--- src/rtl/msrg_pkg.sv ---
// Shared types and constants for the motor speed ramp generator.
// No dependencies; used by the top level, its checker and the testbench files.
package msrg_pkg;

    localparam int SPEED_W = 16;
    localparam int TGT_W   = 15;
    localparam int STEP_W  = 10;
    localparam int MODE_W  = 2;
    localparam int CFG_W   = 15;
    localparam int IDX_W   = 2;
    localparam int S_DATA_W = 2 * SPEED_W;
    localparam int M_DATA_W = 2 * TGT_W + MODE_W;

    // Register indexes
    localparam logic [IDX_W-1:0] REG_STOP_LIMIT  = 2'd0;
    localparam logic [IDX_W-1:0] REG_ACCEL_STEP  = 2'd1;
    localparam logic [IDX_W-1:0] REG_DECEL_STEP  = 2'd2;
    localparam logic [IDX_W-1:0] REG_MIN_COMMAND = 2'd3;

    // Reset values
    localparam logic [TGT_W-1:0]  RST_STOP_LIMIT  = 15'd100;
    localparam logic [STEP_W-1:0] RST_ACCEL_STEP  = 10'd2;
    localparam logic [STEP_W-1:0] RST_DECEL_STEP  = 10'd10;
    localparam logic [TGT_W-1:0]  RST_MIN_COMMAND = 15'd1000;

    // Ramp modes
    localparam logic [MODE_W-1:0] MODE_FULL_STOP = 2'd0;
    localparam logic [MODE_W-1:0] MODE_STOPPING  = 2'd1;
    localparam logic [MODE_W-1:0] MODE_RUNNING   = 2'd2;
    localparam logic [MODE_W-1:0] MODE_RESTART   = 2'd3;

endpackage

--- src/rtl/motor_speed_ramp_generator.sv ---
// Motor speed ramp generator: one ramp tick per input transaction.
// Depends on msrg_pkg.
//
// Usage:
//   s_axis carries one tick: requested speed and measured speed. m_axis
//   returns one result per tick: velocity reference, drive command, mode.
//   The configuration port writes stop limit, accel step, decel step and
//   minimum command; write only while no tick is in flight.
// Pipeline: the result passes through the input register, then the result
//   register; a stall on m_axis can hold a tick between the two.
// Throughput: one tick per cycle while m_axis_tready is high. The single
//   loop is the kept target, updated by a compare, an add and a subtract.
// Reset (synchronous, active low): both stages empty, target cleared,
//   registers back to their defaults.
// Stall: while m_axis_tready is low the result holds and the input
//   register keeps one more tick; s_axis_tready drops once both are full.
module motor_speed_ramp_generator (
    input  logic                          i_clk,
    input  logic                          i_rst_n,
    // speed_request [15:0], measured_speed [31:16]
    input  logic                          s_axis_tvalid,
    output logic                          s_axis_tready,
    input  logic [msrg_pkg::S_DATA_W-1:0] s_axis_tdata,
    // velocity_reference [14:0], drive_command [29:15], ramp_mode [31:30]
    output logic                          m_axis_tvalid,
    input  logic                          m_axis_tready,
    output logic [msrg_pkg::M_DATA_W-1:0] m_axis_tdata,
    input  logic                          i_cfg_we,
    input  logic [msrg_pkg::IDX_W-1:0]    i_cfg_index,
    input  logic [msrg_pkg::CFG_W-1:0]    i_cfg_data
);
    import msrg_pkg::*;

    logic [TGT_W-1:0]   r_stop_limit;
    logic [STEP_W-1:0]  r_accel_step;
    logic [STEP_W-1:0]  r_decel_step;
    logic [TGT_W-1:0]   r_min_command;

    logic               r_in_valid;
    logic [SPEED_W-1:0] r_req;
    logic [SPEED_W-1:0] r_meas;
    logic               r_out_valid;
    logic [TGT_W-1:0]   r_vel;
    logic [TGT_W-1:0]   r_cmd;
    logic [MODE_W-1:0]  r_mode;
    logic [TGT_W-1:0]   r_target;

    logic               advance;
    logic [SPEED_W-1:0] mag;
    logic [TGT_W-1:0]   half_req;
    logic [TGT_W-1:0]   n_cmd;
    logic               moving;
    logic [MODE_W-1:0]  n_mode;
    logic [TGT_W:0]     up_sum;
    logic [TGT_W-1:0]   ramp_up;
    logic [TGT_W-1:0]   decel_ext;
    logic [TGT_W-1:0]   n_target;

    assign advance       = r_in_valid && (!r_out_valid || m_axis_tready);
    assign s_axis_tready = !r_in_valid || advance;
    assign m_axis_tvalid = r_out_valid;
    assign m_axis_tdata  = {r_mode, r_cmd, r_vel};

    always_ff @(posedge i_clk) begin
        if (!i_rst_n) begin
            r_stop_limit  <= RST_STOP_LIMIT;
            r_accel_step  <= RST_ACCEL_STEP;
            r_decel_step  <= RST_DECEL_STEP;
            r_min_command <= RST_MIN_COMMAND;
        end else if (i_cfg_we) begin
            case (i_cfg_index)
                REG_STOP_LIMIT:  r_stop_limit  <= i_cfg_data;
                REG_ACCEL_STEP:  r_accel_step  <= i_cfg_data[STEP_W-1:0];
                REG_DECEL_STEP:  r_decel_step  <= i_cfg_data[STEP_W-1:0];
                REG_MIN_COMMAND: r_min_command <= i_cfg_data;
                default: ;
            endcase
        end
    end

    // Magnitude of two's complement speed; -32768 gives 32768
    assign mag = r_meas[SPEED_W-1] ? (~r_meas + 16'd1) : r_meas;
    assign half_req = r_req[SPEED_W-1:1];

    always_comb begin
        n_cmd = half_req;
        if (half_req != '0 && half_req <= r_min_command)
            n_cmd = r_min_command;
    end

    assign moving = mag > {1'b0, r_stop_limit};

    always_comb begin
        if (n_cmd == '0)
            n_mode = moving ? MODE_STOPPING : MODE_FULL_STOP;
        else
            n_mode = moving ? MODE_RUNNING : MODE_RESTART;
    end

    assign up_sum    = {1'b0, r_target} + {{(TGT_W + 1 - STEP_W){1'b0}}, r_accel_step};
    assign ramp_up   = (up_sum > {1'b0, n_cmd}) ? n_cmd : up_sum[TGT_W-1:0];
    assign decel_ext = {{(TGT_W - STEP_W){1'b0}}, r_decel_step};

    always_comb begin
        n_target = r_target;
        case (n_mode)
            MODE_FULL_STOP: n_target = '0;
            MODE_STOPPING:  n_target = (r_target > decel_ext) ? (r_target - decel_ext) : '0;
            MODE_RUNNING: begin
                if (n_cmd > r_target)
                    n_target = ramp_up;
                else if (n_cmd < r_target)
                    n_target = ((r_target - n_cmd) >= decel_ext) ?
                               (r_target - decel_ext) : n_cmd;
            end
            MODE_RESTART:   n_target = ramp_up;
            default:        n_target = r_target;
        endcase
    end

    always_ff @(posedge i_clk) begin
        if (!i_rst_n) begin
            r_in_valid  <= 1'b0;
            r_out_valid <= 1'b0;
            r_target    <= '0;
        end else begin
            if (s_axis_tready)
                r_in_valid <= s_axis_tvalid;
            if (advance) begin
                r_out_valid <= 1'b1;
                r_target    <= n_target;
            end else if (m_axis_tready) begin
                r_out_valid <= 1'b0;
            end
        end
    end

    always_ff @(posedge i_clk) begin
        if (s_axis_tready && s_axis_tvalid) begin
            r_req  <= s_axis_tdata[SPEED_W-1:0];
            r_meas <= s_axis_tdata[S_DATA_W-1:SPEED_W];
        end
        if (advance) begin
            r_vel  <= n_target;
            r_cmd  <= n_cmd;
            r_mode <= n_mode;
        end
    end

endmodule

--- config.mk ---
export PLATFORM = sky130hd
export DESIGN_NAME = motor_speed_ramp_generator
export DESIGN_NICKNAME = d
export VERILOG_FILES = /design/src/rtl/msrg_pkg.sv /design/src/rtl/motor_speed_ramp_generator.sv
export SDC_FILE = /design/constraint.sdc
export NUM_CORES = 1
export LEC_CHECK = 0
export BUFFER_PORTS_ARGS = -buffer_cell sky130_fd_sc_hd__buf_2
export CORE_UTILIZATION = 25
export CTS_CLUSTER_SIZE = 40
export DETAILED_ROUTE_END_ITERATION = 12
export PLACE_DENSITY = 0.5
export SLEW_MARGIN = 5
export SYNTH_ARGS = -nofsm -noshare
export SYNTH_HDL_FRONTEND = slang
export SYNTH_SLANG_ARGS = --single-unit
--- constraint.sdc ---
create_clock -name i_clk -period 5.7 [get_ports i_clk]
set_input_delay 0.57 -clock i_clk [delete_from_list [all_inputs] [get_ports i_clk]]
set_output_delay 0.57 -clock i_clk [all_outputs]
set_load 0.02 [all_outputs]
-- Word-level counts from Yosys, hierarchy flattened
Index checks and enable logic that the tools add are counted.
- input bits: 54
- logic and storage cells: 59
- bits in registers: 131
- muxes and demuxes: 13
- bitwise gates (word level): 1
- reduce and logical (&&, ||, !) cells: 16
- magnitude comparators: 7
- equality and inequality tests: 6
- add/subtract/negate cells: 4
- operators with widths (cell ; number):
    $mux 15 ; 6
    $pmux 15 s4 ; 1
    $gt 16x15->1 ; 2
    $add 15x10->16 ; 1
    $add 16x1->16 const B ; 1
    $mux 16 ; 1
    $not 16->16 ; 1
    $ge 15x10->1 ; 1
    $gt 15x10->1 ; 1
    $gt 15x15->1 ; 1
    $le 15x15->1 ; 1
    $logic_not 15->1 ; 1
    $lt 15x15->1 ; 1
    $reduce_bool 15->1 ; 1
    $sub 15x10->15 ; 1
    $sub 15x15->15 ; 1
    $eq 2x2->1 const B ; 4
    $reduce_and 2->1 ; 4
    $eq 2x1->1 const B ; 2
    $logic_not 2->1 ; 2
    $mux 1 ; 4
    $logic_and 1x1->1 ; 3
    $logic_not 1->1 ; 2
    $logic_or 1x1->1 ; 2
    2 further kinds ; 2

-- Longest topological paths before layout
Gate-level depths: netlist of run 1.
- depth after elaboration: 9
- depth in mapped cells: 30
- mapped depth without buffers: 28

-- Least setup slack after synthesis of run 1
Ideal clock, no wire load.
- path type: reg-to-reg
- start point: register r_req[3]
- end point: register r_vel[1], data pin
- arrival time: 5.470 ns
- required time: 5.438 ns
- library setup time: 0.262 ns
- cell stages (with the launch flop): 28
- path slack: -0.033 ns
- path through: edfxtp_1 -> ha_1 -> a21oi_1 -> a21oi_1 -> o31ai_2 -> a21oi_2 -> or2_2 -> clkbuf_1 -> mux2i_1 -> inv_1 -> ha_1 -> nor2_1 -> maj3_1 -> o21ai_0 -> nand3_1 -> a311o_1 -> a21o_1 -> a21oi_1 -> xnor2_1 -> ha_1 -> o21ai_0 -> a21oi_1 -> a311oi_1 -> o211a_1 -> and3_1 -> buf_6 -> mux2i_1 -> o41ai_2
- cells in the longest elaborated chain, start to end: 9
- elaborated cells on any way between the ends: 20
- RTL lines (element ; line ; RTL):
    start: declaration ; motor_speed_ramp_generator.sv:40 ; logic [SPEED_W-1:0] r_req;
    start signal: assignment ; motor_speed_ramp_generator.sv:140 ; r_req <= s_axis_tdata[SPEED_W-1:0];
    $le 15x15->1 / $reduce_bool 15->1 (equally long branches) ; motor_speed_ramp_generator.sv:87 ; if (half_req != '0 && half_req <= r_min_command)
    $logic_and 1x1->1 (*) ; motor_speed_ramp_generator.sv:87 ;
    $mux 15 (*) ; motor_speed_ramp_generator.sv:87 ;
    via n_cmd[0] ; motor_speed_ramp_generator.sv:51 ; logic [TGT_W-1:0] n_cmd;
    $sub 15x15->15 ; motor_speed_ramp_generator.sv:113 ; n_target = ((r_target - n_cmd) >= decel_ext) ?
    $ge 15x10->1 ; motor_speed_ramp_generator.sv:113 ;
    $mux 15 ; motor_speed_ramp_generator.sv:113 ;
    $mux 15 ; motor_speed_ramp_generator.sv:112 ; else if (n_cmd < r_target)
    $mux 15 ; motor_speed_ramp_generator.sv:110 ; if (n_cmd > r_target)
    $pmux 15 s4 (*) ; motor_speed_ramp_generator.sv:106 ; case (n_mode)
    via n_target[1] ; motor_speed_ramp_generator.sv:57 ; logic [TGT_W-1:0] n_target;
    end signal: assignment ; motor_speed_ramp_generator.sv:144 ; r_vel <= n_target;
    end: declaration ; motor_speed_ramp_generator.sv:43 ; logic [TGT_W-1:0] r_vel;
Mark *: on every way through the listed nets, which the timed path passes. The rest lies on a longest branch.
A chain may end at the register's enable or synchronous reset.

-- Final worst setup path of run 1
- start point: register r_req[13]
- end point: register r_vel[9], data pin
- cells in the longest elaborated chain, start to end: 9
- elaborated cells on any way between the ends: 20
- RTL lines (element ; line):
    $le 15x15->1 / $reduce_bool 15->1 (equally long branches) ; motor_speed_ramp_generator.sv:87
    $logic_and 1x1->1 ; motor_speed_ramp_generator.sv:87
    $mux 15 (*) ; motor_speed_ramp_generator.sv:87
    $sub 15x15->15 ; motor_speed_ramp_generator.sv:113
    $ge 15x10->1 ; motor_speed_ramp_generator.sv:113
    $mux 15 ; motor_speed_ramp_generator.sv:113
    $mux 15 ; motor_speed_ramp_generator.sv:112
    $mux 15 ; motor_speed_ramp_generator.sv:110
    $pmux 15 s4 (*) ; motor_speed_ramp_generator.sv:106
    via n_target[9] ; motor_speed_ramp_generator.sv:57
Marked as above.

==> results of run 1 <==
==> timing repair <==
action                                  4_1_cts  5_1_grt
pin swaps                                     2       42
hold endpoints to repair                      0        0
gates cloned                                  0        0
buffers inserted                              1        5
resized for setup                             8       77
endpoints found under the setup margin       21       30
==> flip-flops by register name, indices dropped and copies added (netlist names) <==
signal / count
r_meas: 16
r_cmd: 15
r_min_command: 15
r_req: 15
r_stop_limit: 15
r_target: 15
r_vel: 15
r_accel_step: 10
r_decel_step: 10
r_mode: 2
m_axis_tvalid: 1
r_in_valid: 1
==> cell usage in the layout (no fill, tap or decap), drive strengths merged, types with 31 or more instances in the layout <==
cell    netlist  routed
nor2         46      46
nor3         31      31
nand2       142     142
ha           88      88
a21oi        51      51
o21ai        51      51
xnor2        39      39
buf           9     230
a21boi       33      33
dfxtp        67      67
edfxtp       63      63
inv          82      85
==> report_power, final <==
part	total, mW	switching [mW]	internal [mW]
clock network	1.10	0.451	0.652
registers	1.05	0.0248	1.03
logic	0.793	0.461	0.332
==> final cells by class <==
class	count	area, um^2	area share
multi-input combinational	849	6450	0.505
inverter	83	315	0.0247
timing repair buffer	230	1540	0.120
sequential	130	3230	0.253
tap	518	648	0.0507
clock inverter	7	60.1	0.00470
clock buffer	25	529	0.0414
==> Yosys cell counts, drive strengths merged (13+ instances only) <==
master  number  area (um^2)
a21boi      33          248
o21a        16          121
clkbuf      35          161
o211ai      20          150
nand2      142          533
nand4       23          150
inv         82          308
a21oi       51          267
edfxtp      63         1890
dfxtp       67         1340
nor2        46          188
nor3        31          175
a22oi       13          111
xnor2       39          342
ha          88         1100
o21ai       51          255
mux2i       24          240
nor2b       16          100
nand3       24          133
or3         22          143
a21o        25          188
==> layer usage <==
layer / global-route usage / vias up
met5: 0 / -
met4: 0.0534 / 0
met3: 0.0378 / 55
met2: 0.283 / 312
met1: 0.237 / 4481
li1: - / 4515
==> logic make-up (layout without fill, tap and decap cells) <==
family,count (synthesis),count (layout),share of synthesized area
buffers and inverters,128,345,0.0553
AO/OA/AOI/OAI,324,324,0.242
multiplexers,25,25,0.0257
AND/OR/NAND/NOR,362,362,0.187
XOR/XNOR,47,47,0.0420
adder cells (fa/ha/maj),91,91,0.117
flip-flops,130,130,0.330
==> worst max-delay path, stage by stage (launching register included) <==
cell and delay [ps]:
edfxtp_1 430, ha_4 290, nand4_4 160, o21bai_4 90, buf_6 120, or4_4 510
o211ai_1 240, a21o_1 170, and2_4 150, inv_4 40, ha_4 160, a21oi_2 110
a211oi_2 70, a31o_2 230, o31a_1 340, xnor2_1 160, ha_1 320, o21ai_1 130
o21ai_1 100, o211ai_1 120, a21oi_1 110, a311oi_1 260, o211a_1 240, buf_6 140
nand3_4 140, buf_8 190, mux2i_2 210, o2bb2ai_2 80
==> through the flow <==
step                       util  hold WS (ps)  setup WS [ps]  std cells  TNS (ps)
after floorplan               -           443           32.8       1107         0
after global placement    0.303           456          -95.1       1805      -306
after detailed placement  0.303           463           -161       1805      -970
after CTS                 0.319           272           10.1       1838         0
after global routing      0.331           272           -126       1842     -1840
final                     0.331           298            130       1842         0
==> how the worst max path moves through the flow <==
stage          endpoint  slack [ps]  depth (start not counted)
2_1_floorplan  r_vel[1]          30                         27
6_report       r_vel[9]         130                         27
4_1_cts        r_vel[9]          10                         29
3_3_place_gp   r_vel[1]        -100                         26
3_5_place_dp   r_vel[1]        -160                         25
5_1_grt        r_vel[6]        -130                         27
==> impl_metrics.env, run 1 <==
export IMPL_crit_fanout=7
export IMPL_clk_latency_ps=450
export IMPL_yosysSeqAreaShare=0.330
export IMPL_ios=88
export IMPL_p_leak_nw=5.35
export IMPL_critPathArrivalTime_ps=5760
export IMPL_antenna_cells=0
export IMPL_drc=2
export IMPL_worstHoldPathCells=1
export IMPL_top_layer_used="met4"
export IMPL_fin_skew_ps=18.8
export IMPL_antenna_found_initial=0
export IMPL_max_slew_margin=0.0803
export IMPL_violations="design-rule violations"
export IMPL_port_buffers=86
export IMPL_fillCellCount=4017
export IMPL_total_power_mw=2.95
export IMPL_die_area_um2=40000
export IMPL_setup_viol=0
export IMPL_cts_path_max_buffers=2
export IMPL_rsz0062_at_grt="true"
export IMPL_rr_worst_depth=27
export IMPL_async_flop_share=0
export IMPL_powerDensity_nw_per_um2=231
export IMPL_tightest_slew_ps=1380
export IMPL_ys_flop_type="dfxtp_1"
export IMPL_rrSetupSlack_ps=130
export IMPL_place_gp_congestion=0.959
export IMPL_die_height_um=200
export IMPL_grt_max_degree=59
export IMPL_timing_rr_end="r_vel[9]"
export IMPL_finalCritPeriodShare=0.977
export IMPL_drt_total_wl_um=35100
export IMPL_clkTransAtPathRegs_ps=60
export IMPL_hp_class="in2reg"
export IMPL_netlist_area_um2=9800
export IMPL_cts_hold_buffers=0
export IMPL_finalHoldViolations=0
export IMPL_critPathLaunch="r_req[13]"
export IMPL_required_ps=5890
export IMPL_hold_end="r_meas[1]"
export IMPL_areaGrowthSynthToFinish_pct=30.4
export IMPL_dr_pass1_iters=9
export IMPL_numCtsBuffers=17
export IMPL_crit_type="reg2reg"
export IMPL_grt_pass1_vias=8828
export IMPL_die_x_um=200
export IMPL_postSynthCellCount=1107
export IMPL_synth_edff_count=63
export IMPL_final_nets=1455
export IMPL_htreeDepth=4
export IMPL_fin_crit_ps=5570
export IMPL_overflow=0
export IMPL_met1_length_um=16100
export IMPL_rows=72
export IMPL_synth_fp_nets=1251
export IMPL_core_area_um2=38600
export IMPL_vias_per_cell=5.08
export IMPL_finalInstanceArea_um2=12800
export IMPL_drt_wirelength_per_cell_um=19.0
export IMPL_fmax_mhz=180
export IMPL_placed_area_um2=11700
export IMPL_dp_hpwl_um=27300
export IMPL_synth_cell_types=98
export IMPL_antenna_left=0
export IMPL_root_buffer="clkbuf_16"
export IMPL_timing_rr_start="r_req[13]"
export IMPL_via_count=9363
export IMPL_outcome="complete, but fails checks"
export IMPL_met2_length_um=16100
export IMPL_maxCapViolations=0
export IMPL_start_util=0.253
export IMPL_min_from="s_axis_tdata[17]"
export IMPL_grtUsageTotal=0.177
export IMPL_drive_above_1_share=0.276
export IMPL_cts_tree="built"
export IMPL_finalMaxSlewViolations=0
export IMPL_grt_pass1_wl_um=52000
export IMPL_avgSynthCellArea_um2=8.85
export IMPL_wl_met3_um=2020
export IMPL_synth_seq_cells=130
export IMPL_peakVddDrop_uv=209
export IMPL_worstSetupStartpointType="flip-flop"
export IMPL_ys_warn_count=0
export IMPL_drt_iter0_markers=705
export IMPL_cp_end_kind="flip-flop"
export IMPL_numClockSinks=130
(Power assumes the default switching activity.)
==> run 2, diff against run 1 <==
--- a/config.mk
+++ b/config.mk
@@ -5,6 +5,7 @@
 export SDC_FILE = /design/constraint.sdc
 export NUM_CORES = 1
 export LEC_CHECK = 0
+export ABC_AREA = 1
 export BUFFER_PORTS_ARGS = -buffer_cell sky130_fd_sc_hd__buf_2
 export CORE_UTILIZATION = 25
 export CTS_CLUSTER_SIZE = 40
==> impl_metrics.env, run 2 <==
export IMPL_outcome="finished, final reports clean"
export IMPL_finalCritPeriodShare=0.923
export IMPL_ys_top_cells_by_area="edfxtp_1 20%, dfxtp_1 14%, ha_1 12%"
export IMPL_regMostFlops="r_meas"
export IMPL_synth_edff_count=63
export IMPL_fin_skew_ps=19.1
export IMPL_rrSetupSlack_ps=440
export IMPL_max_slew_margin=0.443
export IMPL_worstSetupStartpointType="flip-flop"
export IMPL_timing_rr_end="r_vel[0]"
export IMPL_dp_hpwl_um=22700
export IMPL_layout_commonest_cell="nand2_1"
export IMPL_postSynthCellCount=1273
export IMPL_drive_above_1_share=0.153
export IMPL_synth_cell_types=59
export IMPL_htreeDepth=4
export IMPL_root_buffer="clkbuf_16"
export IMPL_grt_max_degree=63
export IMPL_timing_rr_start="r_req[11]"
export IMPL_via_count=8565
export IMPL_largest_register_ff_count=16
export IMPL_drt_total_wl_um=29200
export IMPL_synth_compound_gate_area_share=0.135
export IMPL_async_flop_share=0
export IMPL_setup_viol=0
export IMPL_antenna_left=0
export IMPL_rsz0062_at_grt="false"
export IMPL_drt_wirelength_per_cell_um=15.4
export IMPL_finalMaxSlewViolations=0
export IMPL_crit_fanout=14
export IMPL_synth_xor_area_frac=0.0423
export IMPL_tightest_slew_ps=830
export IMPL_die_height_um=197
export IMPL_vias_per_cell=4.52
export IMPL_start_util=0.254
export IMPL_critPathArrivalTime_ps=5450
export IMPL_tns_ps=0
export IMPL_placed_cells=1857
export IMPL_cts_path_max_buffers=2
export IMPL_finalHoldViolations=0
export IMPL_total_power_mw=3.55
export IMPL_fmax_mhz=190
export IMPL_rr_worst_depth=33
export IMPL_netlist_area_um2=9530
export IMPL_synth_seq_cells=130
export IMPL_core_area_um2=37600
export IMPL_critPathCapture="r_vel[0]"
export IMPL_numCtsBuffers=17
export IMPL_grtUsageTotal=0.153
export IMPL_maxCapViolations=0
export IMPL_numClockSinks=130
export IMPL_cpMostUsedCell="nand2_1"
export IMPL_seq_area_um2=3230
export IMPL_crit_slowest_cell="edfxtp_1"
export IMPL_layout_common_cells="285 x nand2_1, 192 x inv_1, 99 x a21oi_1"
export IMPL_synth_fp_nets=1417
export IMPL_dr_pass1_iters=5
export IMPL_clk_latency_ps=450
export IMPL_required_ps=5890
export IMPL_synthTopCellsByCount="288 x nand2_1, 192 x inv_1, 100 x a21oi_1, 93 x nand3_1, 88 x ha_1"
export IMPL_final_nets=1515
export IMPL_synthMuxAreaShare=0
export IMPL_grt_pass1_wl_um=45400
export IMPL_drc=0
export IMPL_cts_hold_buffers=0
export IMPL_synth_top_area_frac=0.198
export IMPL_holdWs_ps=298
export IMPL_slowest_delay_ps=450
export IMPL_netlist_top_cell_by_area="edfxtp_1"
export IMPL_synth_top_family_by_area="simple AND/OR/NAND/NOR gates"
export IMPL_peakVddDrop_uv=226
export IMPL_overflow=0
export IMPL_ys_flop_type="dfxtp_1"
export IMPL_areaGrowthSynthToFinish_pct=19.1
export IMPL_cts_tree="built"
export IMPL_hp_class="in2reg"
export IMPL_cp_end_kind="flip-flop"
export IMPL_multi_input_area_um2=5490
export IMPL_fin_crit_ps=5260
export IMPL_port_buffers=86
export IMPL_p_leak_nw=5.41
export IMPL_ys_warn_count=0
export IMPL_avgSynthCellArea_um2=7.49
export IMPL_ios=88
export IMPL_die_area_um2=38900
export IMPL_fillCellCount=4065
export IMPL_crit_type="reg2reg"
export IMPL_rows=71
export IMPL_yosysMostFrequentCell="nand2_1"
export IMPL_powerDensity_nw_per_um2=313
export IMPL_grt_pass1_vias=8210
export IMPL_critPathLaunch="r_req[11]"
export IMPL_antenna_found_initial=1
export IMPL_die_x_um=197
export IMPL_final_core_util=0.302
export IMPL_fin_cells=1896
export IMPL_synthAdderAreaFrac=0.120
export IMPL_synth_simple_area_share=0.269
export IMPL_drt_iter0_markers=625
export IMPL_clkTransAtPathRegs_ps=80
export IMPL_place_gp_congestion=0.925
export IMPL_yosysSeqAreaShare=0.339
==> run 2: cell families (layout without fill, tap and decap cells) <==
logic type,count (synthesis),count (layout)
xor gates and xnor gates,46,46
and+or+nand+nor,540,542
other,0,1
DFF,130,130
AOI/OAI and AO/OA,236,236
adders and majority gates,90,90
buffers and inverters,231,340
==> run 2: critical path: cells and delay by family (launching register included) <==
kind	cells	cell delay, ps
flops	1	450
compound gates	8	1190
buf+inv	6	580
xor+xnor	1	160
fa+ha+maj	3	970
simple gates	15	1600
==> run 2: worst min path at each step <==
stage / start / cells after the start / to
2_1_floorplan: r_stop_limit[10] / 2 / r_stop_limit[10]
3_3_place_gp: r_stop_limit[7] / 2 / r_stop_limit[7]
6_report: s_axis_tdata[4] / 1 / r_req[4]
3_5_place_dp: r_stop_limit[7] / 2 / r_stop_limit[7]
4_1_cts: s_axis_tdata[3] / 1 / r_req[3]
5_1_grt: s_axis_tdata[3] / 1 / r_req[3]
==> run 2: area by class of cell <==
class	instances	share of cell area
diodes	1	0.000220
clock inverters	13	0.0140
clock buffers	19	0.0409
inverters	198	0.0655
well taps	511	0.0563
repair buffers	110	0.0549
flip-flops and latches	130	0.285
multi-input cells	914	0.483
==> run 2: layer usage <==
layer / wire, um / GRT usage / vias up
li1: - / - / 4453
met1: 14400 / 0.210 / 3906
met2: 13300 / 0.248 / 181
met3: 1150 / 0.0280 / 23
met4: 353 / 0.0339 / 2
met5: 10 / 0 / -
==> run 2: metrics by stage <==
stage	cell area (um^2)	worst slack, ps
6_report	11400	440
5_1_grt	11300	1.49
4_1_cts	11200	146
3_5_place_dp	10600	184
3_3_place_gp	10600	188
2_1_floorplan	9530	849
==> run 2: what timing repair did <==
action | 4_1_cts | 5_1_grt
endpoints found under the setup margin | 0 | 30
setup buffers | 0 | 4
gates resized for setup | 0 | 15
hold endpoints to repair | 0 | 0
==> run 2: power breakdown <==
group,switching (mW),total (mW),internal (mW)
registers,0.0508,1.12,1.06
clock network,0.489,1.19,0.699
logic,0.815,1.24,0.430
total,1.36,3.55,2.19
